### src/hw/rtl/assert_macros.svh
// Assertion macros shared by the level meter RTL.
// No dependencies; the macros compile to nothing when SYNTHESIS is defined.
`ifndef ASSERT_MACROS_SVH
`define ASSERT_MACROS_SVH
`ifndef SYNTHESIS
`define ARPM_ASSERT(label, clk, rst, prop, msg) \
   label: assert property (@(posedge clk) disable iff (rst) prop) else $error(msg);
`define ARPM_NEVER(label, clk, rst, cond, msg) \
   label: assert property (@(posedge clk) disable iff (rst) !(cond)) else $error(msg);
`else
`define ARPM_ASSERT(label, clk, rst, prop, msg)
`define ARPM_NEVER(label, clk, rst, cond, msg)
`endif
`endif

### src/hw/rtl/arpm_pkg.sv
// Shared constants and types for the RMS / peak level meter.
// No dependencies; used by arpm_ctrl, arpm_datapath and the top level.
package arpm_pkg;

   // sample format
   localparam int SAMPLE_BITS = 10;
   localparam int MID_SCALE   = 1 << (SAMPLE_BITS - 1);
   localparam int OUT_W       = 10;

   // window accumulation
   localparam int MAX_WINDOW  = 1024;
   localparam int COUNT_W     = 11;
   localparam int SUM_W       = 29;
   localparam int SQ_W        = 2 * SAMPLE_BITS;

   // peak hold, Q.8
   localparam int FRAC_BITS   = 8;
   localparam int HOLD_W      = 18;
   localparam int DECAY_W     = 9;
   localparam int DECAY_ONE   = 256;
   localparam int PROD_W      = HOLD_W + DECAY_W;

   // configuration port
   localparam int CSR_DATA_W       = 11;
   localparam int WINDOW_LEN_RESET = 192;
   localparam int PEAK_DECAY_RESET = 230;

   // serial divider and square root
   localparam int DIV_STEPS   = SUM_W;
   localparam int RAD_W       = 2 * ((SUM_W + 1) / 2);
   localparam int SQRT_STEPS  = RAD_W / 2;
   localparam int ROOT_W      = SQRT_STEPS;
   localparam int SREM_W      = ROOT_W + 2;
   localparam int STEP_W      = $clog2(DIV_STEPS);

   typedef enum logic {
      CSR_WINDOW_LEN = 1'b0,
      CSR_PEAK_DECAY = 1'b1
   } csr_index_type;

   // controller -> datapath
   typedef struct packed {
      logic capture;
      logic accumulate;
      logic div_step;
      logic div_last;
      logic sqrt_step;
      logic publish;
   } dp_cmd_type;

   // datapath -> controller
   typedef struct packed {
      logic window_done;
   } dp_status_type;

endpackage

### src/hw/rtl/audio_rms_peak_meter_unit.sv
// Windowed RMS and peak-hold level meter. A sample that does not close a window
// is accepted, then accumulated; a new sample is taken only once the last is accumulated.
// A window's last sample goes through accept, accumulate, serial divide (one
// quotient bit a cycle), serial square root and result load.
// The result waits in an output register; a new result load waits while it is stalled.
// Synchronous reset clears accumulators and hold; window_len 192, peak_decay 230.
module audio_rms_peak_meter_unit (
   input  logic                                clock,
   input  logic                                reset,
   input  logic                                csr_wr_en,
   input  arpm_pkg::csr_index_type             csr_index,
   input  logic [arpm_pkg::CSR_DATA_W-1:0]     csr_wdata,
   input  logic                                req_valid,
   output logic                                req_stall,
   input  logic [arpm_pkg::SAMPLE_BITS-1:0]    req_raw_sample,
   output logic                                rsp_valid,
   input  logic                                rsp_stall,
   output logic [arpm_pkg::OUT_W-1:0]          rsp_rms_level,
   output logic [arpm_pkg::OUT_W-1:0]          rsp_peak_instant,
   output logic [arpm_pkg::OUT_W-1:0]          rsp_peak_hold
);
   import arpm_pkg::*;

   dp_cmd_type    cmd;
   dp_status_type status;

   // sequencing
   arpm_ctrl u_ctrl (
      .clock     (clock),
      .reset     (reset),
      .req_valid (req_valid),
      .req_stall (req_stall),
      .rsp_valid (rsp_valid),
      .rsp_stall (rsp_stall),
      .cmd       (cmd),
      .status    (status)
   );

   // arithmetic and storage
   arpm_datapath u_datapath (
      .clock            (clock),
      .reset            (reset),
      .cmd              (cmd),
      .status           (status),
      .csr_wr_en        (csr_wr_en),
      .csr_index        (csr_index),
      .csr_wdata        (csr_wdata),
      .req_raw_sample   (req_raw_sample),
      .rsp_rms_level    (rsp_rms_level),
      .rsp_peak_instant (rsp_peak_instant),
      .rsp_peak_hold    (rsp_peak_hold)
   );

endmodule

### src/hw/rtl/arpm_datapath.sv
// Datapath of the level meter: config registers, window accumulators,
// serial divider, serial square root, peak hold and result register.
// Depends on arpm_pkg and assert_macros.svh.
`include "assert_macros.svh"

module arpm_datapath (
   input  logic                                clock,
   input  logic                                reset,
   input  arpm_pkg::dp_cmd_type                cmd,
   output arpm_pkg::dp_status_type             status,
   input  logic                                csr_wr_en,
   input  arpm_pkg::csr_index_type             csr_index,
   input  logic [arpm_pkg::CSR_DATA_W-1:0]     csr_wdata,
   input  logic [arpm_pkg::SAMPLE_BITS-1:0]    req_raw_sample,
   output logic [arpm_pkg::OUT_W-1:0]          rsp_rms_level,
   output logic [arpm_pkg::OUT_W-1:0]          rsp_peak_instant,
   output logic [arpm_pkg::OUT_W-1:0]          rsp_peak_hold
);
   import arpm_pkg::*;

   // configuration
   logic [COUNT_W-1:0]     window_len_ff;
   logic [DECAY_W-1:0]     peak_decay_ff;
   logic [COUNT_W-1:0]     len_eff;
   logic [DECAY_W-1:0]     decay_eff;

   // window state
   logic [SAMPLE_BITS-1:0] sample_ff;
   logic [SUM_W-1:0]       sum_ff, sum_in;
   logic [SAMPLE_BITS-1:0] peak_ff, peak_in;
   logic [COUNT_W-1:0]     count_ff, count_in;
   logic [HOLD_W-1:0]      hold_ff, hold_in;
   logic [SAMPLE_BITS-1:0] mag;
   logic [SQ_W-1:0]        sq;

   // divider
   logic [COUNT_W-1:0]     rem_ff, rem_in;
   logic [SUM_W-1:0]       quo_ff, quo_in;
   logic [COUNT_W:0]       div_trial, div_diff;
   logic                   div_ge;

   // square root
   logic [RAD_W-1:0]       rad_ff;
   logic [SREM_W-1:0]      srem_ff, srem_in, srem_shift, sqrt_trial;
   logic [ROOT_W-1:0]      root_ff, root_in;
   logic                   sqrt_ge;

   // peak decay
   logic [PROD_W-1:0]      decay_prod;
   logic [HOLD_W-1:0]      decayed_ff;
   logic [HOLD_W-1:0]      peak_q;

   // results
   logic [OUT_W-1:0]       rms_ff, pk_ff, ph_ff, rms_clamped;

   // effective window length and decay
   always_comb begin
      if (window_len_ff == '0) begin
         len_eff = COUNT_W'(1);
      end else if (window_len_ff > COUNT_W'(MAX_WINDOW)) begin
         len_eff = COUNT_W'(MAX_WINDOW);
      end else begin
         len_eff = window_len_ff;
      end
      if (peak_decay_ff > DECAY_W'(DECAY_ONE)) begin
         decay_eff = DECAY_W'(DECAY_ONE);
      end else begin
         decay_eff = peak_decay_ff;
      end
   end

   // centered magnitude and accumulation
   assign mag      = (sample_ff >= SAMPLE_BITS'(MID_SCALE)) ?
                     sample_ff - SAMPLE_BITS'(MID_SCALE) :
                     SAMPLE_BITS'(MID_SCALE) - sample_ff;
   assign sq       = mag * mag;
   assign sum_in   = sum_ff + SUM_W'(sq);
   assign peak_in  = (mag > peak_ff) ? mag : peak_ff;
   assign count_in = count_ff + COUNT_W'(1);

   assign status.window_done = (count_in >= len_eff);

   // restoring divider, one quotient bit per step
   assign div_trial = {rem_ff, quo_ff[SUM_W-1]};
   assign div_ge    = (div_trial >= {1'b0, count_ff});
   assign div_diff  = div_trial - {1'b0, count_ff};
   assign rem_in    = div_ge ? div_diff[COUNT_W-1:0] : div_trial[COUNT_W-1:0];
   assign quo_in    = {quo_ff[SUM_W-2:0], div_ge};

   // digit-by-digit square root, one root bit per step
   assign srem_shift = {srem_ff[SREM_W-3:0], rad_ff[RAD_W-1 -: 2]};
   assign sqrt_trial = {root_ff, 2'b01};
   assign sqrt_ge    = (srem_shift >= sqrt_trial);
   assign srem_in    = sqrt_ge ? srem_shift - sqrt_trial : srem_shift;
   assign root_in    = {root_ff[ROOT_W-2:0], sqrt_ge};

   assign rms_clamped = (root_ff > ROOT_W'(MID_SCALE)) ? OUT_W'(MID_SCALE) :
                        root_ff[OUT_W-1:0];

   // hold decay and new peak
   assign decay_prod = hold_ff * decay_eff;
   assign peak_q     = {peak_ff, {FRAC_BITS{1'b0}}};
   assign hold_in    = (peak_q > decayed_ff) ? peak_q : decayed_ff;

   // control-visible state with reset
   always_ff @(posedge clock) begin
      if (reset) begin
         window_len_ff <= COUNT_W'(WINDOW_LEN_RESET);
         peak_decay_ff <= DECAY_W'(PEAK_DECAY_RESET);
         sum_ff        <= '0;
         peak_ff       <= '0;
         count_ff      <= '0;
         hold_ff       <= '0;
      end else begin
         if (csr_wr_en) begin
            case (csr_index)
               CSR_WINDOW_LEN: window_len_ff <= csr_wdata;
               CSR_PEAK_DECAY: peak_decay_ff <= csr_wdata[DECAY_W-1:0];
               default: ;
            endcase
         end
         if (cmd.accumulate) begin
            sum_ff   <= sum_in;
            peak_ff  <= peak_in;
            count_ff <= count_in;
         end
         if (cmd.publish) begin
            hold_ff  <= hold_in;
            sum_ff   <= '0;
            peak_ff  <= '0;
            count_ff <= '0;
         end
      end
   end

   // payload registers
   always_ff @(posedge clock) begin
      if (cmd.capture) begin
         sample_ff <= req_raw_sample;
      end
      if (cmd.accumulate && status.window_done) begin
         quo_ff <= sum_in;
         rem_ff <= '0;
      end
      if (cmd.div_step) begin
         quo_ff <= quo_in;
         rem_ff <= rem_in;
      end
      if (cmd.div_last) begin
         rad_ff  <= RAD_W'(quo_in);
         srem_ff <= '0;
         root_ff <= '0;
      end
      if (cmd.sqrt_step) begin
         rad_ff  <= rad_ff << 2;
         srem_ff <= srem_in;
         root_ff <= root_in;
      end
      decayed_ff <= decay_prod[FRAC_BITS +: HOLD_W];
      if (cmd.publish) begin
         rms_ff <= rms_clamped;
         pk_ff  <= peak_ff;
         ph_ff  <= hold_in[FRAC_BITS +: OUT_W];
      end
   end

   assign rsp_rms_level    = rms_ff;
   assign rsp_peak_instant = pk_ff;
   assign rsp_peak_hold    = ph_ff;

   `ARPM_ASSERT(a_count_bound, clock, reset, count_ff <= COUNT_W'(MAX_WINDOW), "count past max window")
   `ARPM_ASSERT(a_peak_bound, clock, reset, peak_ff <= SAMPLE_BITS'(MID_SCALE), "peak above mid-scale")
   `ARPM_ASSERT(a_hold_ge_peak, clock, reset, cmd.publish |=> (hold_ff[FRAC_BITS +: OUT_W] >= $past(peak_ff)), "hold below window peak")

endmodule

### src/hw/rtl/arpm_ctrl.sv
// Sequencing controller of the level meter: sample handshake, divide and
// square root step counts, result handshake. Depends on arpm_pkg, assert_macros.svh.
`include "assert_macros.svh"

module arpm_ctrl (
   input  logic                    clock,
   input  logic                    reset,
   input  logic                    req_valid,
   output logic                    req_stall,
   output logic                    rsp_valid,
   input  logic                    rsp_stall,
   output arpm_pkg::dp_cmd_type    cmd,
   input  arpm_pkg::dp_status_type status
);
   import arpm_pkg::*;

   typedef enum logic [2:0] {
      S_IDLE,
      S_ACC,
      S_DIV,
      S_SQRT,
      S_PUB
   } state_type;

   state_type          state_ff;
   logic [STEP_W-1:0]  step_ff;
   logic               rsp_valid_ff;

   // commands to the datapath
   always_comb begin
      cmd            = '0;
      cmd.capture    = (state_ff == S_IDLE) && req_valid;
      cmd.accumulate = (state_ff == S_ACC);
      cmd.div_step   = (state_ff == S_DIV);
      cmd.div_last   = (state_ff == S_DIV) && (step_ff == STEP_W'(DIV_STEPS - 1));
      cmd.sqrt_step  = (state_ff == S_SQRT);
      cmd.publish    = (state_ff == S_PUB) && (!rsp_valid_ff || !rsp_stall);
   end

   assign req_stall = (state_ff != S_IDLE);
   assign rsp_valid = rsp_valid_ff;

   // state, step counter and result valid
   always_ff @(posedge clock) begin
      if (reset) begin
         state_ff     <= S_IDLE;
         step_ff      <= '0;
         rsp_valid_ff <= 1'b0;
      end else begin
         // a new result replaces one taken in the same cycle
         if (cmd.publish) begin
            rsp_valid_ff <= 1'b1;
         end else if (rsp_valid_ff && !rsp_stall) begin
            rsp_valid_ff <= 1'b0;
         end
         case (state_ff)
            S_IDLE: begin
               if (req_valid) begin
                  state_ff <= S_ACC;
               end
            end
            S_ACC: begin
               step_ff  <= '0;
               state_ff <= status.window_done ? S_DIV : S_IDLE;
            end
            S_DIV: begin
               if (cmd.div_last) begin
                  step_ff  <= '0;
                  state_ff <= S_SQRT;
               end else begin
                  step_ff <= step_ff + STEP_W'(1);
               end
            end
            S_SQRT: begin
               if (step_ff == STEP_W'(SQRT_STEPS - 1)) begin
                  step_ff  <= '0;
                  state_ff <= S_PUB;
               end else begin
                  step_ff <= step_ff + STEP_W'(1);
               end
            end
            S_PUB: begin
               if (cmd.publish) begin
                  state_ff <= S_IDLE;
               end
            end
            default: state_ff <= S_IDLE;
         endcase
      end
   end

   `ARPM_ASSERT(a_acc_after_accept, clock, reset,
      (req_valid && !req_stall) |=> (state_ff == S_ACC), "accepted sample not accumulated")
   `ARPM_NEVER(a_no_overwrite, clock, reset,
      cmd.publish && rsp_valid_ff && rsp_stall, "result overwritten while stalled")
   `ARPM_ASSERT(a_sqrt_steps, clock, reset,
      (state_ff == S_SQRT) |-> (step_ff < STEP_W'(SQRT_STEPS)), "square root step out of range")

endmodule

### config.mk
export PLATFORM = sky130hd
export DESIGN_NAME = audio_rms_peak_meter_unit
export DESIGN_NICKNAME = d
export VERILOG_FILES = /design/src/hw/rtl/arpm_pkg.sv /design/src/hw/rtl/audio_rms_peak_meter_unit.sv /design/src/hw/rtl/arpm_datapath.sv /design/src/hw/rtl/arpm_ctrl.sv
export VERILOG_INCLUDE_DIRS = /design/src /design/src/hw/rtl
export SDC_FILE = /design/constraint.sdc
export NUM_CORES = 1
export LEC_CHECK = 0
export ABC_CLOCK_PERIOD_IN_PS = 9300
export BUFFER_PORTS_ARGS = -buffer_cell sky130_fd_sc_hd__buf_2
export CORE_ASPECT_RATIO = 1.5
export CORE_MARGIN = 3
export CORE_UTILIZATION = 35
export CTS_BUF_LIST = sky130_fd_sc_hd__clkbuf_4 sky130_fd_sc_hd__clkbuf_8 sky130_fd_sc_hd__clkbuf_16
export CTS_CLUSTER_DIAMETER = 60
export DETAILED_ROUTE_END_ITERATION = 10
export GPL_ROUTABILITY_DRIVEN = 0
export HOLD_SLACK_MARGIN = 0.05
export PLACE_DENSITY_LB_ADDON = 0.25
export SLEW_MARGIN = 20
export SYNTH_ARGS = -nofsm -noshare
export SYNTH_HDL_FRONTEND = slang
export SYNTH_SLANG_ARGS = --single-unit
### constraint.sdc
create_clock -name clock -period 9.3 [get_ports clock]
set_input_delay 0.465 -clock clock [delete_from_list [all_inputs] [get_ports clock]]
set_output_delay 0.465 -clock clock [all_outputs]
set_load 0.1 [all_outputs]
* After elaboration in Yosys (flattened, before gate mapping)
Index checks and enable logic that the tools add are counted.
** Word-level totals
- Output and inout port bits :: 32
- Bits in registers :: 255
- Bits of input ports :: 27
- Word-level logic and storage cells :: 97
** Operators by class
- Reduce and logical (&&, ||, !) cells :: 20
- Multipliers :: 2
- Eq/ne operators :: 10
- Order comparisons :: 9
- Mux-type cells :: 28
- Bitwise gates (word level) :: 1
- $add $sub $neg :: 7
** Operators by type and width (number)
- two-way mux 15 bit :: 5
- two-way mux 30 bit :: 2
- two-way mux 29 bit :: 2
- two-way mux 11 bit :: 5
- adder 29 x 20 -> 29 bit :: 1
- multiplier 18 x 9 -> 26 bit :: 1
- multiplier 10 x 10 -> 20 bit :: 1
- > comparator 18 bit :: 1
- two-way mux 18 bit :: 1
- greater-or-equal comparator 17 bit :: 1
- > comparator 15 x 10 -> 1 bit (second input constant) :: 1
- case mux 3 bit (5 select lines) :: 1
- case mux 5 bit (3 select lines) :: 1
- subtractor 15 bit :: 1
- greater-or-equal comparator 12 x 11 -> 1 bit :: 1
- two-way mux 3 bit :: 4
- adder 11 x 1 -> 11 bit (second input constant) :: 1
- greater-or-equal comparator 11 bit :: 1
- > comparator 11 bit (second input constant) :: 1
- zero test 11 bit :: 1
- subtractor 11 bit :: 1
- greater-or-equal comparator 10 bit (second input constant) :: 1
- > comparator 10 bit :: 1
- two-way mux 10 bit :: 1
- 25 further kinds :: 40

* Depth between registers and ports, before layout
- Depth after elaboration :: 7
- Mapped depth :: 27

* Hierarchy
Synthesis repeated with hierarchy kept, for this count alone.
** Second synthesis, totals
- Cell total of the unflattened synthesis :: 2227
- Area, all modules :: 20589.7 sq um
** By module, submodules not included
- arpm_datapath :: sequential area each 6306.0 sq um, cells an instance 2157, area each 19990.4 sq um, instances 1
- arpm_ctrl :: sequential area each 180.2 sq um, cells an instance 70, area each 599.3 sq um, instances 1

* Least setup slack after synthesis
OpenSTA, ideal clock, no wires.
- Path type :: flip-flop to flip-flop
- Start point :: register u_datapath.sample_ff[5]
- End point :: register u_datapath.quo_ff[23] (data pin)
- Cell stages (with the launch flop) :: 27
- Required time :: 9.036 ns
- Slack :: 2.789 ns
- Clock period less this slack :: 6.511 ns
- Setup time :: 0.264 ns
- Arrival :: 6.247 ns
- Cells stage by stage :: edfxtp_1 > nor4_1 > nor2b_1 > nor2b_1 > a21oi_1 > xnor2_1 > inv_1 > nand2_1 > inv_1 > fa_1 > fa_1 > inv_1 > fa_1 > inv_1 > fa_1 > inv_1 > fa_1 > inv_1 > ha_1 > nor2_1 > nor2b_1 > a221oi_1 > a31oi_2 > a221oi_2 > nand2b_4 > xor2_1 > o21ai_1
** On the way
- Cells in the longest elaborated chain, start to end :: 6
- Elaborated cells on any way between the ends :: 8
- Those cells by class :: add/sub: 3; mul: 1; order compare: 1; mux: 3
** RTL lines
- from (decl) :: RTL line arpm_datapath.sv:28 : logic [SAMPLE_BITS-1:0] sample_ff;
- from (signal assigned) :: RTL line arpm_datapath.sv:139 : sample_ff <= req_raw_sample;
- subtractor 10 bit, or another cell as far along :: RTL line arpm_datapath.sv:75 : SAMPLE_BITS'(MID_SCALE) - sample_ff;
- two-way mux 10 bit * :: RTL line arpm_datapath.sv:73 : assign mag = (sample_ff >= SAMPLE_BITS'(MID_SCALE)) ?
- named net u_datapath.mag[8] :: RTL line arpm_datapath.sv:33 : logic [SAMPLE_BITS-1:0] mag;
- multiplier 10 x 10 -> 20 bit * :: RTL line arpm_datapath.sv:76 : assign sq = mag * mag;
- adder 29 x 20 -> 29 bit * :: RTL line arpm_datapath.sv:77 : assign sum_in = sum_ff + SUM_W'(sq);
- two-way mux 29 bit * :: RTL line arpm_datapath.sv:141 : if (cmd.accumulate && status.window_done) begin
- two-way mux 29 bit * :: RTL line arpm_datapath.sv:145 : if (cmd.div_step) begin
- to (signal assigned) :: RTL line arpm_datapath.sv:142 : quo_ff <= sum_in;
- to (signal assigned) :: RTL line arpm_datapath.sv:146 : quo_ff <= quo_in;
- to (decl) :: RTL line arpm_datapath.sv:38 : logic [SUM_W-1:0] quo_ff, quo_in;
The timed path passes the listed nets; every way through them passes the cells marked *. The select of a mux whose other input is x is not followed.
A chain may end at the register's enable or synchronous reset.

* Worst setup path in the final report
- Start point :: register u_datapath.sample_ff[2]
- End point :: register u_datapath.quo_ff[28] (data pin)
The elaborated chain is that of the path after synthesis.

==> impl_metrics.py <==
metrics = {
    "synth": {
        "synthFlopType": "edfxtp_1",
        "synthTopCellsByCount": "inv_1, nand2_1, fa_1",
        "synth.top_cell.area_share_pct": 20.73,
        "synth_edf_count": 138,
        "ys_top_cells_by_area": "edfxtp_1, fa_1, dfxtp_1",
        "ys_warn_count": 0,
        "synthCells": 2137,
        "syn_area_per_cell_um2": 9.354,
        "synth_cell_types": 74,
        "syn_area_um2": 19990,
        "synth-seq-area-share_pct": 32.45,
        "ys_ff_latch": 255,
        "async_flop_share_pct": 0,
        "synth_area_leader_cell": "edfxtp_1",
    },
    "power_and_ir_drop": {
        "vdd_drop_max_mv": 0.2854,
        "p_leak_nw": 10.05,
        "power_mw": 5.238,
        "power.density_nw_per_um2": 235.2,
    },
    "detailed_routing": {
        "first_pass_iters": 5,
        "drcViolationCount": 0,
        "viasPerCell": 5.040,
        "dr_total_vias": 14884,
        "ant_nets": 0,
        "drtIter0Drc": 632,
        "routed_wl_um": 49620,
        "wl_per_cell_um": 16.80,
    },
    "timing": {
        "min_period_over_period_pct": 78.00,
        "setup_viol": 0,
        "worst_slew_pin_slew_ns": 1.061,
        "layout_min_cycle_time_ns": 7.254,
        "slew_viol_final": 0,
        "setup_tns_ns": 0,
        "fmax_mhz": 137.9,
        "max_slew_margin_pct": 29.16,
        "clock_skew_ns": 0.02364,
        "worst_hold_slack_ns": 0.09065,
        "rsz0062_at_grt": "no",
        "finalHoldViolCount": 0,
    },
    "critical_path": {
        "max_stage_delay_ns": 0.58,
        "critPathSlowestCell": "fa_1",
        "critPathKind": "register to register",
        "path_buf_inv": 4,
        "required_ns": 9.57,
        "crit_top_cell": "fa_1",
        "crit_family": "adder cells",
        "reg2regPathDepth": 24,
        "endpoint_kind": "register",
        "cp_num_cells": 24,
        "worstPathArrival_ns": 7.52,
        "cp-start-kind": "register",
        "crit_fanout": 8,
        "path_cells": "nor4_1 -> nor2b_1 -> nor2b_1 -> a21oi_1 -> xnor2_1 -> inv_1 -> nand2_1 -> inv_1 -> fa_1 -> fa_1 -> fa_1 -> fa_1 -> inv_1 -> fa_1 -> inv_1 -> ha_1 -> a21oi_1 -> nand2b_1 -> a21boi_0 -> or3_1 -> o21ai_2 -> a21oi_1 -> xnor2_1 -> a21oi_1",
    },
    "floorplan": {
        "coreArea_um2": 56100,
        "floorplan.rows": 106,
        "die_area_um2": 60070,
        "ios": 59,
        "die_width_um": 201.1,
        "die_h_um": 298.7,
        "initial_core_util_pct": 35.63,
    },
    "global_route": {
        "grt_pass1_wl_um": 83130,
        "antenna_found_initial": 0,
        "overflow": 0,
        "grt_pass1_vias": 15975,
        "grt_max_degree": 59,
        "track_usage_pct": 17.02,
    },
    "cts": {
        "cts_resized": 0,
        "ctsHoldBuffers": 0,
        "h-tree-depth": 2,
        "cts_tree": "built",
        "cts_buffers": 34,
        "clock-sinks": 255,
        "ctsLongestPathBuffers": 3,
        "root_buffer": "clkbuf_16",
        "clk_latency_ns": 0.56,
        "cts_setup_buffers": 0,
        "clk_pin_slew_ns": 0.06,
    },
    "place": {
        "post-dp-hpwl_um": 38190,
        "dpl_cell_area_um2": 21060,
        "io_buffers": 58,
    },
    "outcome": {
        "status": "complete, no violations",
    },
    "finish": {
        "fin_util_pct": 39.69,
        "drive_gt1_share_pct": 7.647,
        "syn_to_final_growth_pct": 11.40,
        "n_antenna_cell": 0,
        "postLayoutCellArea_um2": 22270,
        "nNetsFinal": 2536,
    },
    "worst_hold_path": {
        "worstHoldPathType": "input port to register",
        "hold_path_depth": 1,
    },
    "job": {
        "maxCapViolations": 0,
    },
}
cell type report:
class,count,area [µm²]
clock buffer,43,930.9
clock inverter,19,275.3
tap,756,945.9
timing repair buffer,80,455.4
inverter,312,1171
fill,5623,33830
multi-input combinational,1488,12000
sequential,255,6486
cell usage in the layout (no fill, tap or decap), drive strengths merged, types with 26 or more instances in the layout:
cell      n
buf      80
a21oi   114
dfxtp   117
o21ai    50
nand2   308
ha      160
clkbuf   43
nor2b    26
a22o     27
inv     311
nor2    168
nor3     30
fa      178
nand3    38
xnor2    65
and2     45
edfxtp  138
xor2     31
a21o     34
stage by stage:
stage | setup slack (ns) | std cells
6_report | 2.046 | 2953
5_1_grt | 1.597 | 2953
4_1_cts | 2.068 | 2953
3_5_place_dp | 2.087 | 2891
3_3_place_gp | 2.293 | 2891
2_1_floorplan | 2.789 | 2142
where the power goes:
| part | total, mW | switching, mW | leakage, nW | internal, mW |
|---|---|---|---|---|
| sequential | 1.35 | 0.0322 | 2.22 | 1.32 |
| clock | 1.39 | 0.549 | 0.578 | 0.839 |
| combinational | 2.50 | 1.53 | 7.25 | 0.970 |
| total | 5.24 | 2.11 | 10.1 | 3.13 |
logic make-up (layout without fill, tap and decap cells):
| group | Yosys count | after routing | share of synthesized area (%) |
|---|---|---|---|
| AND/OR/NAND/NOR | 694 | 694 | 15.65 |
| XOR/XNOR | 96 | 96 | 4.206 |
| buffers and inverters | 399 | 454 | 7.680 |
| other | 2 | 7 | 0.03757 |
| AO/OA/AOI/OAI | 330 | 330 | 10.97 |
| adder cells (fa/ha/maj) | 338 | 338 | 27.84 |
| flip-flops | 255 | 255 | 32.45 |
| multiplexers | 23 | 23 | 1.158 |
metal layers:
metal	share of wire (%)	wire [µm]	track usage, %	vias up
li1	-	-	-	7090
met1	40	19860	19.33	7389
met2	53	26530	32.59	302
met3	3.2	1576	2.092	103
met4	3.3	1653	5.860	0
met5	0	0	0	-
path summary, 6_finish.rpt:
path	start	endpoint	slack, ns
worst min register to register	u_datapath.peak_decay_ff[4]	u_datapath.peak_decay_ff[4]	0.45
worst max-delay path	u_datapath.sample_ff[2]	u_datapath.quo_ff[28]	2.05
worst min-delay path	req_raw_sample[9]	u_datapath.sample_ff[9]	0.09
worst max register to register	u_datapath.sample_ff[2]	u_datapath.quo_ff[28]	2.05
state kept, by name (all words and copies together) (netlist names):
signal and flops:
u_datapath.sample_ff 10, u_datapath.sum_ff 29, u_datapath.decayed_ff 18, u_datapath.peak_decay_ff 9, u_datapath.rsp_rms_level 10, u_datapath.root_ff 15, u_ctrl.state_ff 3, u_datapath.rad_ff 30
u_datapath.rem_ff 11, u_datapath.window_len_ff 11, u_datapath.quo_ff 29, u_datapath.rsp_peak_hold 10, u_datapath.count_ff 11, u_datapath.rsp_peak_instant 10, u_ctrl.step_ff 5, u_datapath.srem_ff 15
u_datapath.hold_ff 18, u_datapath.peak_ff 10, u_ctrl.rsp_valid 1
Note: power is estimated with default switching activity, not from simulation.
